## config.mk

```make
export PLATFORM = sky130hd
export DESIGN_NAME = i2c_master_transfer_sequencer_unit
export DESIGN_NICKNAME = d
export VERILOG_FILES = /design/src/rtl/i2cs_pkg.sv /design/src/rtl/i2c_master_transfer_sequencer_unit.sv /design/src/rtl/i2cs_buffer.sv /design/src/rtl/i2cs_ctrl.sv /design/src/rtl/i2cs_skid.sv
export SDC_FILE = /design/constraint.sdc
export NUM_CORES = 1
export LEC_CHECK = 0
export ABC_AREA = 1
export BUFFER_PORTS_ARGS = -buffer_cell sky130_fd_sc_hd__buf_4
export CELL_PAD_IN_SITES_DETAIL_PLACEMENT = 1
export CELL_PAD_IN_SITES_GLOBAL_PLACEMENT = 2
export CORE_UTILIZATION = 35
export CTS_CLUSTER_DIAMETER = 30
export CTS_CLUSTER_SIZE = 30
export DETAILED_ROUTE_END_ITERATION = 10
export PLACE_DENSITY_LB_ADDON = 0.1
export SLEW_MARGIN = 20
export SYNTH_ARGS = -nofsm -noshare
export SYNTH_HDL_FRONTEND = slang
export SYNTH_SLANG_ARGS = --single-unit
export TNS_END_PERCENT = 100
```

## constraint.sdc

```tcl
create_clock -name i_clk -period 9.5 [get_ports i_clk]
set_input_delay 0.95 -clock i_clk [delete_from_list [all_inputs] [get_ports i_clk]]
set_output_delay 0.95 -clock i_clk [all_outputs]
set_load 0.005 [all_outputs]
```

## src/rtl/i2cs_pkg.sv

```systemverilog
// Package for the I2C master transfer sequencer: action and bus status codes,
// outcome codes, parameter defaults and the structs passed between modules.
// No dependencies; every other file of the block uses it by scoped names.
package i2cs_pkg;

    localparam int BufDepthDef = 16;

    typedef enum logic [1:0] {
        ACT_WRITE  = 2'd0,
        ACT_START  = 2'd1,
        ACT_STATUS = 2'd2,
        ACT_READ   = 2'd3
    } t_action;

    // Bus status codes, status register shifted right by three.
    localparam logic [4:0] ST_START     = 5'd1;
    localparam logic [4:0] ST_REP_START = 5'd2;
    localparam logic [4:0] ST_SLA_W_ACK = 5'd3;
    localparam logic [4:0] ST_DATA_ACK  = 5'd5;
    localparam logic [4:0] ST_SLA_R_ACK = 5'd8;
    localparam logic [4:0] ST_RX_ACK    = 5'd10;
    localparam logic [4:0] ST_RX_NACK   = 5'd11;

    typedef enum logic [1:0] {
        OUT_NONE    = 2'd0,
        OUT_SUCCESS = 2'd1,
        OUT_FAILED  = 2'd2
    } t_outcome;

    // Buffer access request for one accepted item.
    typedef struct packed {
        logic       wr_en;
        logic [4:0] wr_pos;
        logic [7:0] wdata;
        logic       rd_en;
        logic [4:0] rd_pos;
    } t_mem_req;

    // Registered control part of a result; the byte fields come from the buffer.
    typedef struct packed {
        logic       tx_valid;
        logic       rd_valid;
        logic       ctl_enable;
        logic       ctl_busy;
        logic       ctl_clear_flag;
        logic       ctl_start;
        logic       ctl_stop;
        logic       ctl_ack;
        t_outcome   transfer_state;
        logic [4:0] error_code;
    } t_ctl_res;

    // Complete result item as delivered on the output channel.
    typedef struct packed {
        logic [7:0] tx_byte;
        logic       tx_valid;
        logic       ctl_enable;
        logic       ctl_busy;
        logic       ctl_clear_flag;
        logic       ctl_start;
        logic       ctl_stop;
        logic       ctl_ack;
        logic [1:0] transfer_state;
        logic [4:0] error_code;
        logic [7:0] read_byte;
    } t_result;

endpackage

```

## src/rtl/i2c_master_transfer_sequencer_unit.sv

```systemverilog
// Top level of the I2C master transfer sequencer: control, message buffer
// and output skid stage. Depends on i2cs_pkg, i2cs_ctrl, i2cs_buffer, i2cs_skid.
//
// Usage: software and the bus interface both present items on the input
// channel (i_in_valid / o_in_stall): buffer writes and reads, a transfer
// start, or a bus status event with the received byte. Each accepted item
// yields exactly one result item on the output channel (o_out_valid /
// i_out_stall) carrying the bus commands, the byte to send, the outcome
// and any byte read from the buffer.
// The result is registered first in the result register, where the buffer
// read is also registered, and then in the skid stage. Throughput is one
// item per cycle while the output channel does not stall; the state
// update and buffer access for an item complete in its accept cycle.
// Reset clears busy, the pointer, the length, the outcome and the error
// code; the buffer contents stay undefined until written.
// When the receiver stalls, the skid stage absorbs one further result and
// then the input channel stalls until results drain.
module i2c_master_transfer_sequencer_unit #(
    parameter int BUF_DEPTH = i2cs_pkg::BufDepthDef
) (
    input  logic       i_clk,
    input  logic       i_rst_n,
    input  logic       i_in_valid,
    output logic       o_in_stall,
    input  logic [1:0] i_action,
    input  logic [3:0] i_index,
    input  logic [7:0] i_data,
    input  logic [4:0] i_message_size,
    input  logic [4:0] i_bus_status,
    output logic       o_out_valid,
    input  logic       i_out_stall,
    output logic [7:0] o_tx_byte,
    output logic       o_tx_valid,
    output logic       o_ctl_enable,
    output logic       o_ctl_busy,
    output logic       o_ctl_clear_flag,
    output logic       o_ctl_start,
    output logic       o_ctl_stop,
    output logic       o_ctl_ack,
    output logic [1:0] o_transfer_state,
    output logic [4:0] o_error_code,
    output logic [7:0] o_read_byte
);

    i2cs_pkg::t_mem_req w_req;
    i2cs_pkg::t_ctl_res w_ctl;
    i2cs_pkg::t_result  w_res;
    i2cs_pkg::t_result  w_out;
    logic               w_res_valid;
    logic               w_skid_stall;
    logic [7:0]         w_rdata;

    i2cs_ctrl u_ctrl (
        .i_clk          (i_clk),
        .i_rst_n        (i_rst_n),
        .i_in_valid     (i_in_valid),
        .o_in_stall     (o_in_stall),
        .i_action       (i_action),
        .i_index        (i_index),
        .i_data         (i_data),
        .i_message_size (i_message_size),
        .i_bus_status   (i_bus_status),
        .o_req          (w_req),
        .o_res_valid    (w_res_valid),
        .i_res_stall    (w_skid_stall),
        .o_res          (w_ctl)
    );

    i2cs_buffer #(
        .BUF_DEPTH (BUF_DEPTH)
    ) u_buffer (
        .i_clk   (i_clk),
        .i_req   (w_req),
        .o_rdata (w_rdata)
    );

    // The buffer byte goes to whichever field the item asked for; the other is zero.
    always_comb begin
        w_res.tx_byte        = w_ctl.tx_valid ? w_rdata : 8'd0;
        w_res.tx_valid       = w_ctl.tx_valid;
        w_res.ctl_enable     = w_ctl.ctl_enable;
        w_res.ctl_busy       = w_ctl.ctl_busy;
        w_res.ctl_clear_flag = w_ctl.ctl_clear_flag;
        w_res.ctl_start      = w_ctl.ctl_start;
        w_res.ctl_stop       = w_ctl.ctl_stop;
        w_res.ctl_ack        = w_ctl.ctl_ack;
        w_res.transfer_state = w_ctl.transfer_state;
        w_res.error_code     = w_ctl.error_code;
        w_res.read_byte      = w_ctl.rd_valid ? w_rdata : 8'd0;
    end

    i2cs_skid u_skid (
        .i_clk   (i_clk),
        .i_rst_n (i_rst_n),
        .i_valid (w_res_valid),
        .o_stall (w_skid_stall),
        .i_data  (w_res),
        .o_valid (o_out_valid),
        .i_stall (i_out_stall),
        .o_data  (w_out)
    );

    assign o_tx_byte        = w_out.tx_byte;
    assign o_tx_valid       = w_out.tx_valid;
    assign o_ctl_enable     = w_out.ctl_enable;
    assign o_ctl_busy       = w_out.ctl_busy;
    assign o_ctl_clear_flag = w_out.ctl_clear_flag;
    assign o_ctl_start      = w_out.ctl_start;
    assign o_ctl_stop       = w_out.ctl_stop;
    assign o_ctl_ack        = w_out.ctl_ack;
    assign o_transfer_state = w_out.transfer_state;
    assign o_error_code     = w_out.error_code;
    assign o_read_byte      = w_out.read_byte;

endmodule

```

## src/rtl/i2cs_buffer.sv

```systemverilog
// Message buffer of the I2C sequencer: one write port and one registered
// read port. Positions past the depth are dropped on write and read as zero.
// Depends on i2cs_pkg for the request struct.
module i2cs_buffer #(
    parameter int BUF_DEPTH = i2cs_pkg::BufDepthDef
) (
    input  logic              i_clk,
    input  i2cs_pkg::t_mem_req i_req,
    output logic [7:0]        o_rdata
);

    localparam int AW = (BUF_DEPTH > 1) ? $clog2(BUF_DEPTH) : 1;

    logic [7:0] r_mem [BUF_DEPTH];
    logic [7:0] r_rdata;
    logic       w_wr_in_range;
    logic       w_rd_in_range;

    assign w_wr_in_range = ({27'd0, i_req.wr_pos} < 32'(BUF_DEPTH));
    assign w_rd_in_range = ({27'd0, i_req.rd_pos} < 32'(BUF_DEPTH));

    always_ff @(posedge i_clk) begin
        if (i_req.wr_en && w_wr_in_range) begin
            r_mem[AW'(i_req.wr_pos)] <= i_req.wdata;
        end
    end

    always_ff @(posedge i_clk) begin
        if (i_req.rd_en) begin
            r_rdata <= w_rd_in_range ? r_mem[AW'(i_req.rd_pos)] : 8'd0;
        end
    end

    assign o_rdata = r_rdata;

endmodule

```

## src/rtl/i2cs_ctrl.sv

```systemverilog
// Transfer control of the I2C sequencer: transfer state registers, the
// decision for each item and the result register for the control fields.
// Depends on i2cs_pkg; drives the buffer request.
module i2cs_ctrl (
    input  logic                i_clk,
    input  logic                i_rst_n,
    input  logic                i_in_valid,
    output logic                o_in_stall,
    input  logic [1:0]          i_action,
    input  logic [3:0]          i_index,
    input  logic [7:0]          i_data,
    input  logic [4:0]          i_message_size,
    input  logic [4:0]          i_bus_status,
    output i2cs_pkg::t_mem_req  o_req,
    output logic                o_res_valid,
    input  logic                i_res_stall,
    output i2cs_pkg::t_ctl_res  o_res
);

    logic [4:0]          r_len, n_len;
    logic [4:0]          r_ptr, n_ptr;
    i2cs_pkg::t_outcome  r_outc, n_outc;
    logic [4:0]          r_fail, n_fail;
    logic                r_busy, n_busy;
    logic                r_v;
    i2cs_pkg::t_ctl_res  r_res, n_res;
    i2cs_pkg::t_mem_req  w_req;
    logic                w_accept;
    logic [4:0]          w_ptr;

    assign o_in_stall = r_v && i_res_stall;
    assign w_accept   = i_in_valid && !o_in_stall;

    always_comb begin
        n_len  = r_len;
        n_ptr  = r_ptr;
        n_outc = r_outc;
        n_fail = r_fail;
        n_busy = r_busy;
        w_ptr  = r_ptr;
        w_req  = '0;
        n_res  = '0;
        case (i2cs_pkg::t_action'(i_action))
            i2cs_pkg::ACT_WRITE: begin
                w_req.wr_en  = 1'b1;
                w_req.wr_pos = {1'b0, i_index};
                w_req.wdata  = i_data;
            end
            i2cs_pkg::ACT_READ: begin
                w_req.rd_en    = 1'b1;
                w_req.rd_pos   = {1'b0, i_index};
                n_res.rd_valid = 1'b1;
            end
            i2cs_pkg::ACT_START: begin
                if (!r_busy) begin
                    n_len                = i_message_size;
                    n_outc               = i2cs_pkg::OUT_NONE;
                    n_fail               = 5'd0;
                    n_busy               = 1'b1;
                    n_res.ctl_enable     = 1'b1;
                    n_res.ctl_clear_flag = 1'b1;
                    n_res.ctl_start      = 1'b1;
                end
            end
            i2cs_pkg::ACT_STATUS: begin
                if (r_busy) begin
                    n_res.ctl_enable = 1'b1;
                    case (i_bus_status)
                        i2cs_pkg::ST_START, i2cs_pkg::ST_REP_START,
                        i2cs_pkg::ST_SLA_W_ACK, i2cs_pkg::ST_DATA_ACK: begin
                            // A fresh START rewinds to the address byte.
                            if (i_bus_status == i2cs_pkg::ST_START ||
                                i_bus_status == i2cs_pkg::ST_REP_START) begin
                                w_ptr = 5'd0;
                            end
                            n_ptr = w_ptr;
                            if (w_ptr < r_len) begin
                                w_req.rd_en          = 1'b1;
                                w_req.rd_pos         = w_ptr;
                                n_res.tx_valid       = 1'b1;
                                n_res.ctl_clear_flag = 1'b1;
                                n_ptr                = 5'(w_ptr + 5'd1);
                            end else begin
                                n_outc               = i2cs_pkg::OUT_SUCCESS;
                                n_busy               = 1'b0;
                                n_res.ctl_clear_flag = 1'b1;
                                n_res.ctl_stop       = 1'b1;
                            end
                        end
                        i2cs_pkg::ST_RX_ACK, i2cs_pkg::ST_SLA_R_ACK: begin
                            if (i_bus_status == i2cs_pkg::ST_RX_ACK) begin
                                w_req.wr_en  = 1'b1;
                                w_req.wr_pos = r_ptr;
                                w_req.wdata  = i_data;
                                w_ptr        = 5'(r_ptr + 5'd1);
                            end
                            n_ptr                = w_ptr;
                            n_res.ctl_clear_flag = 1'b1;
                            // No ACK for the byte that will be the last one.
                            n_res.ctl_ack = (({1'b0, w_ptr} + 6'd1) < {1'b0, r_len});
                        end
                        i2cs_pkg::ST_RX_NACK: begin
                            w_req.wr_en          = 1'b1;
                            w_req.wr_pos         = r_ptr;
                            w_req.wdata          = i_data;
                            n_outc               = i2cs_pkg::OUT_SUCCESS;
                            n_busy               = 1'b0;
                            n_res.ctl_clear_flag = 1'b1;
                            n_res.ctl_stop       = 1'b1;
                        end
                        default: begin
                            n_outc = i2cs_pkg::OUT_FAILED;
                            n_fail = i_bus_status;
                            n_busy = 1'b0;
                        end
                    endcase
                end
            end
            default: begin
            end
        endcase
        n_res.ctl_busy       = n_busy;
        n_res.transfer_state = n_outc;
        n_res.error_code     = n_fail;
    end

    always_comb begin
        o_req       = w_req;
        o_req.wr_en = w_req.wr_en && w_accept;
        o_req.rd_en = w_req.rd_en && w_accept;
    end

    always_ff @(posedge i_clk) begin
        if (!i_rst_n) begin
            r_len  <= 5'd0;
            r_ptr  <= 5'd0;
            r_outc <= i2cs_pkg::OUT_NONE;
            r_fail <= 5'd0;
            r_busy <= 1'b0;
            r_v    <= 1'b0;
        end else begin
            if (w_accept) begin
                r_len  <= n_len;
                r_ptr  <= n_ptr;
                r_outc <= n_outc;
                r_fail <= n_fail;
                r_busy <= n_busy;
            end
            if (!o_in_stall) begin
                r_v <= w_accept;
            end
        end
    end

    always_ff @(posedge i_clk) begin
        if (w_accept) begin
            r_res <= n_res;
        end
    end

    assign o_res_valid = r_v;
    assign o_res       = r_res;

    logic w_start_acc;
    assign w_start_acc = w_accept && (i2cs_pkg::t_action'(i_action) == i2cs_pkg::ACT_START);

    a_busy_rise: assert property (@(posedge i_clk) disable iff (!i_rst_n)
        $rose(r_busy) |-> $past(w_start_acc))
        else $error("busy rose without an accepted start item");

    a_tx_not_stop: assert property (@(posedge i_clk) disable iff (!i_rst_n)
        r_v |-> !(r_res.tx_valid && r_res.ctl_stop))
        else $error("byte sent together with a stop request");

    a_start_busy: assert property (@(posedge i_clk) disable iff (!i_rst_n)
        (r_v && r_res.ctl_start) |-> (r_res.ctl_busy && r_res.transfer_state == i2cs_pkg::OUT_NONE))
        else $error("start request without busy and cleared outcome");

    a_stop_done: assert property (@(posedge i_clk) disable iff (!i_rst_n)
        (r_v && r_res.ctl_stop) |-> (!r_res.ctl_busy && !r_busy))
        else $error("stop request while still busy");

endmodule

```

## src/rtl/i2cs_skid.sv

```systemverilog
// Output skid stage of the I2C sequencer: a main and a spare register so
// that the upstream stall is registered. Depends on i2cs_pkg for t_result.
module i2cs_skid (
    input  logic              i_clk,
    input  logic              i_rst_n,
    input  logic              i_valid,
    output logic              o_stall,
    input  i2cs_pkg::t_result i_data,
    output logic              o_valid,
    input  logic              i_stall,
    output i2cs_pkg::t_result o_data
);

    logic              r_m_v;
    logic              r_sp_v;
    i2cs_pkg::t_result r_m;
    i2cs_pkg::t_result r_sp;
    logic              w_take;

    assign o_stall = r_sp_v;
    assign w_take  = i_valid && !r_sp_v;

    always_ff @(posedge i_clk) begin
        if (!i_rst_n) begin
            r_m_v  <= 1'b0;
            r_sp_v <= 1'b0;
        end else if (!r_m_v || !i_stall) begin
            r_m_v  <= r_sp_v || w_take;
            r_sp_v <= 1'b0;
        end else if (w_take) begin
            r_sp_v <= 1'b1;
        end
    end

    always_ff @(posedge i_clk) begin
        if (!r_m_v || !i_stall) begin
            r_m <= r_sp_v ? r_sp : i_data;
        end else if (w_take) begin
            r_sp <= i_data;
        end
    end

    assign o_valid = r_m_v;
    assign o_data  = r_m;

endmodule

```

==> reports/metrics.yaml, run 1 <==
status: "completed"
cts_tree: "built"
ys_seq_area_frac: 0.637
rsz0062_at_grt: "no"
reg2regPathDepth: 19
antenna-diode-count: 0
root_buffer: "clkbuf_16"
coreArea_sq_um: 29700
place.detailed.hpwl_um: 18100
drt-initial-drc-count: 408
die_h_um: 176
synthSimpleGateAreaFrac: 0.208
chipWidth_um: 176
num-nets-final: 1198
post-route-util: 0.447
numCtsBuffers: 54
maxSlewViolCount: 0
die-area_sq_um: 31000
place.gp.congestion: 0.767
p_leak_nw: 5.78
post_cts_buffers: 0
ir_drop_uv: 150
synth_top_family_by_area: "simple AND/OR/NAND/NOR gates"
maxCapViolCount: 0
syn_nets: 1109
vias_per_cell: 4.75
synth_xor_area_frac: 0.00661
hp-start: "u_ctrl.o_res[6]"
cp_max_fo: 86
syn_area_sq_um: 10600
worstPathArrival_ns: 5.06
final.setup_skew_ns: 0.0137
drc_errors: 0
seq_power_share: 0.366
p_clk_frac: 0.588
synthMostInstantiatedCell: "nand2_1"
ys_ff_latch: 232
p_comb_frac: 0.046
r2r-start: "u_ctrl.r_ptr[4]"
grt_pass1_vias: 7674
switchingPower_mw: 0.692
start_util: 0.357
async_flop_share: 0
min_delay_path_depth: 0
post_cts_resized: 0
hold_violations: 0
holdBufCountCts: 0
synth_mux_area_frac: 0
hold_path_class: "reg -> reg"
synth-adder-area-share: 0.0177
ctsLongestPathBuffers: 3
yosysTopAreaCell: "edfxtp_1"
grt_max_degree: 87
fmax_mhz: 215
cts_max_level: 2
slowest_delay_ns: 0.92
yosys.area.top_type_share: 0.598
antenna_left: 0
tightest_slew_ns: 1.07
synth-edff-count: 211
power.density_nw_per_um2: 236
port-buffer-count: 59
whs_ns: 0.452
worstPathRequired_ns: 9.91
critical_path.slowest_cell: "nand2_4"
clock_sinks: 232
p_total_mw: 3.14
place_area_sq_um: 11400
drive_above_1_share: 0.165
postSynthCellCount: 1066
postSynthAreaPerCell_sq_um: 9.95
fin_setup_tns_ns: 0
syn2layout_area_growth_pct: 25.3
ys.flop_type: "edfxtp_1"
clock_latency_ns: 0.56
drt-pass1-iter-count: 5
cpLargestDelayFamily: "simple AND/OR/NAND/NOR gates"
yosysWarningCount: 0
min_period_ns: 4.65
ys_types: 42
num_io_pins: 60
overflow: 0
finalCritPeriodShare: 0.489
setup_viol: 0
grt_pass1_wl_um: 44100
wirelength_um: 28400
wl_per_cell_um: 17.8
startpoint_type: "input port"
r2r-end: "u_buffer.o_rdata[4]"
antenna_found_initial: 1
sw_frac_of_total: 0.221
clk_pin_slew_ns: 0.05
path_cells: "buf_4 > clkinv_1 > nand2_1 > nor2_4 > nand2_4 > inv_1 > nor2_1 > ha_1 > nand2_1 > nor2_4 > nand2_4 > nand2_4 > inv_1 > ha_1 > nand3_4 > nand2_4 > nand2_1 > nand2_1 > inv_1 > nand3_1 > nand3_1 > nand3_1 > nand2_1 > nor2_1"
crit_type: "in -> reg"
synth_compound_area_frac: 0.0564
slew_headroom: 0.285
vias: 7557
finalInstanceArea_sq_um: 13300
rows: 63
ys_top_cells_by_count: "nand2_1, edfxtp_1, inv_1"
r2r_setup_slack_ns: 5.33
grt_usage: 0.189
crit_buf_inv: 5
crit_path_end_kind: "flip-flop"
power.internal_mw: 2.44
synthTopCellsByArea: "edfxtp_1, nand2_1, inv_1"
crit_top_cell: "nand2_1"
hold_end: "u_skid.r_sp[14]"
## cells in the final DEF, fill, tap and decap left out, types with 17 or more instances in the layout
cell,n
a21oi_1,23
buf_4,71
clkbuf_16,54
clkinv_2,17
dfxtp_1,21
edfxtp_1,211
inv_1,146
nand2_1,292
nand3_1,109
nor2_1,80
o21ai_0,52
## power by group through the flow
stage                     Sequential (mW)  Clock, mW  Combinational, mW
after floorplan                      1.16          0             0.0844
after global placement               1.17          0              0.144
after detailed placement             1.17          0              0.145
after CTS                            1.15       1.88              0.146
after global routing                 1.15       1.93              0.162
final                                1.15       1.84              0.144
## routing by layer
metal,part of all wire,global-route usage,vias to the layer above
met1,0.47,0.260,3627
met5,0,0,-
met2,0.46,0.303,162
li1,-,-,3720
met4,0.020,0.0551,0
met3,0.046,0.0336,48
## final cells by class
class                   instances  area (sq um)
fillers                      3299         16400
well taps                     390           488
clock buffers                  57          1360
multi-input cells             642          3080
flip-flops and latches        232          6760
clock inverters                44           485
inverters                     154           582
repair buffers                 71           533
## how the worst max path moves through the flow
stage	slack (ns)	cells past startpoint	startpoint	end
floorplan	5.25	2	i_out_stall	u_skid.r_sp[0]
global placement	4.31	23	i_bus_status[3]	u_buffer.o_rdata[6]
detailed placement	4.23	23	i_bus_status[3]	u_buffer.o_rdata[6]
CTS	4.81	23	i_bus_status[3]	u_buffer.o_rdata[6]
global route	4.39	24	i_bus_status[3]	u_buffer.o_rdata[4]
finish	4.85	24	i_bus_status[3]	u_buffer.o_rdata[4]
## cells by family (layout without fill, tap and decap cells)
logic type / Yosys count / after routing
buffers and inverters: 192 / 326
adders and majority gates: 15 / 15
AOI/OAI and AO/OA: 107 / 107
xor gates and xnor gates: 8 / 8
and+or+nand+nor: 512 / 512
DFF: 232 / 232
## state kept, by name, indices dropped and copies added (netlist names), 2 cells and up
signal and cells:
u_ctrl.o_res 15, u_skid.o_data 30, u_buffer.r_mem 128, u_ctrl.r_ptr 5, u_skid.r_sp 30, u_ctrl.r_len 5, u_ctrl.r_fail 5, u_ctrl.r_outc 2
u_buffer.o_rdata 8
## through the flow
| step | worst slack (ns) | cells |
|---|---|---|
| 2_1_floorplan | 5.25 | 1066 |
| 3_3_place_gp | 4.31 | 1489 |
| 3_5_place_dp | 4.23 | 1489 |
| 4_1_cts | 4.81 | 1590 |
| 5_1_grt | 4.39 | 1590 |
| 6_report | 4.85 | 1590 |
(Power assumes the default switching activity.)
==> run 2, diff against run 1 <==
- clock period: 9.5 -> 4.8 ns (I/O delays scaled with it)
==> run 2 against run 1 <==
  * Critical path depth down 12
  * Count of clock-buffer cells in the layout up 15
  * Wire length up 1.3%
  * Critical endpoint is now u_buffer.r_mem[1][7]
  * Largest cell class unchanged
  * Largest power group unchanged
  * Highest routed layer unchanged
==> reports/metrics.yaml, run 2 (synthesis results as in run 1) <==
whs_ns: 0.149
num_io_pins: 60
root_buffer: "clkbuf_16"
drt-pass1-iter-count: 5
r2r-start: "u_skid.o_stall"
die-area_sq_um: 31000
reg2regPathDepth: 12
clock_latency_ns: 0.57
slew_headroom: 0.244
top_register: "u_buffer.r_mem"
largest_register_ffs: 128
worstPathRequired_ns: 4.97
clk_pin_slew_ns: 0.05
antenna_left: 0
overflow: 0
ctsLongestPathBuffers: 3
post-place-ws_ns: 0.850
vias: 7567
maxSlewViolCount: 0
hold_path_class: "in -> reg"
cp_max_fo: 49
antenna_found_initial: 0
coreArea_sq_um: 29700
drc_errors: 0
cts_max_level: 2
status: "completed"
final.setup_skew_ns: 0.0172
hold_end: "u_ctrl.r_len[0]"
setup_viol: 0
chipWidth_um: 176
vias_per_cell: 4.69
ir_drop_uv: 262
crit_path_end_kind: "flip-flop"
fmax_mhz: 294
wirelength_um: 28700
place.detailed.hpwl_um: 18700
fin_setup_tns_ns: 0
power.density_nw_per_um2: 477
numCtsBuffers: 61
maxCapViolCount: 0
start_util: 0.357
min_delay_path_depth: 3
min_period_ns: 3.41
wl_per_cell_um: 17.8
layout_commonest_cell: "nand2_1"
drive_above_1_share: 0.172
startpoint_type: "flip-flop"
p_leak_nw: 5.89
grt_pass1_wl_um: 44900
crit_type: "reg -> reg"
hold_violations: 0
antenna-diode-count: 0
r2r-end: "u_buffer.r_mem[1][7]"
final_cell_mix: "nand2_1, edfxtp_1, inv_1, nand3_1, nor2_1"
grt_max_degree: 50
syn2layout_area_growth_pct: 27.6
num-nets-final: 1212
clock_sinks: 232
worstPathArrival_ns: 3.57
rows: 63
grt_usage: 0.191
hp-start: "i_message_size[0]"
place.gp.congestion: 0.782
holdBufCountCts: 0
die_h_um: 176
rsz0062_at_grt: "no"
fin_ws_ns: 1.39
post_cts_resized: 0
cts_tree: "built"
grt_pass1_vias: 7713
drt-initial-drc-count: 359
finalCritPeriodShare: 0.710
tightest_slew_ns: 1.13
r2r_setup_slack_ns: 1.39
port-buffer-count: 59
post_cts_buffers: 0
## run 2: cell count changes in the layout (fill, tap and decap cells not counted), sizes merged
cell / delta
buf: +7
clkinv: +3
clkinvlp: +1
bufinv: -2
inv: -2
clkbuf: +15
## run 2: cell type report
type	count	area, sq um
clock buffers	72	1600
clock inverters	44	414
fillers	3275	16200
inverters	154	582
multi-input cells	642	3080
flip-flops and latches	232	6760
well taps	390	488
repair buffers	78	611
## run 2: worst max-delay path by stage
stage / startpoint / to / slack (ns) / cells past startpoint
2_1_floorplan: i_out_stall / u_skid.r_sp[0] / 1.02 / 2
3_5_place_dp: i_bus_status[3] / u_buffer.o_rdata[6] / 0.85 / 24
3_3_place_gp: i_bus_status[3] / u_buffer.o_rdata[2] / 0.98 / 24
4_1_cts: u_skid.o_stall / u_buffer.r_mem[1][2] / 1.35 / 12
6_report: u_skid.o_stall / u_buffer.r_mem[1][7] / 1.39 / 12
5_1_grt: u_skid.o_stall / u_buffer.r_mem[1][7] / 1.08 / 12
## run 2: routing by layer
metal / track usage / share of wire
met5: 0 / 0
met4: 0.0547 / 0.018
met3: 0.0329 / 0.039
met2: 0.300 / 0.45
met1: 0.271 / 0.50
## run 2: stage by stage
step | total power, mW | area, sq um | std cells | util
2_1_floorplan | 2.47 | 10600 | 1066 | -
3_3_place_gp | 2.60 | 11500 | 1496 | 0.387
3_5_place_dp | 2.60 | 11500 | 1496 | 0.387
4_1_cts | 6.52 | 13500 | 1612 | 0.455
5_1_grt | 6.66 | 13500 | 1612 | 0.455
6_report | 6.45 | 13500 | 1612 | 0.455
## run 2: report_power, final
part	internal, mW	switching, mW
clock network	2.67	1.21
logic	0.102	0.187
registers	2.25	0.0204
total	5.03	1.42
## run 2: worst max-delay path: stages, from the launching register on
cell and delay, ns:
dfxtp_1 0.29, buf_4 0.26, nand2_1 0.15, inv_1 0.07
nor2_2 0.07, buf_4 0.28, inv_1 0.28, nor2_1 0.17
o21a_1 0.19, inv_1 0.05, nor2_1 0.12, nand2_1 0.16
nor2_1 0.89
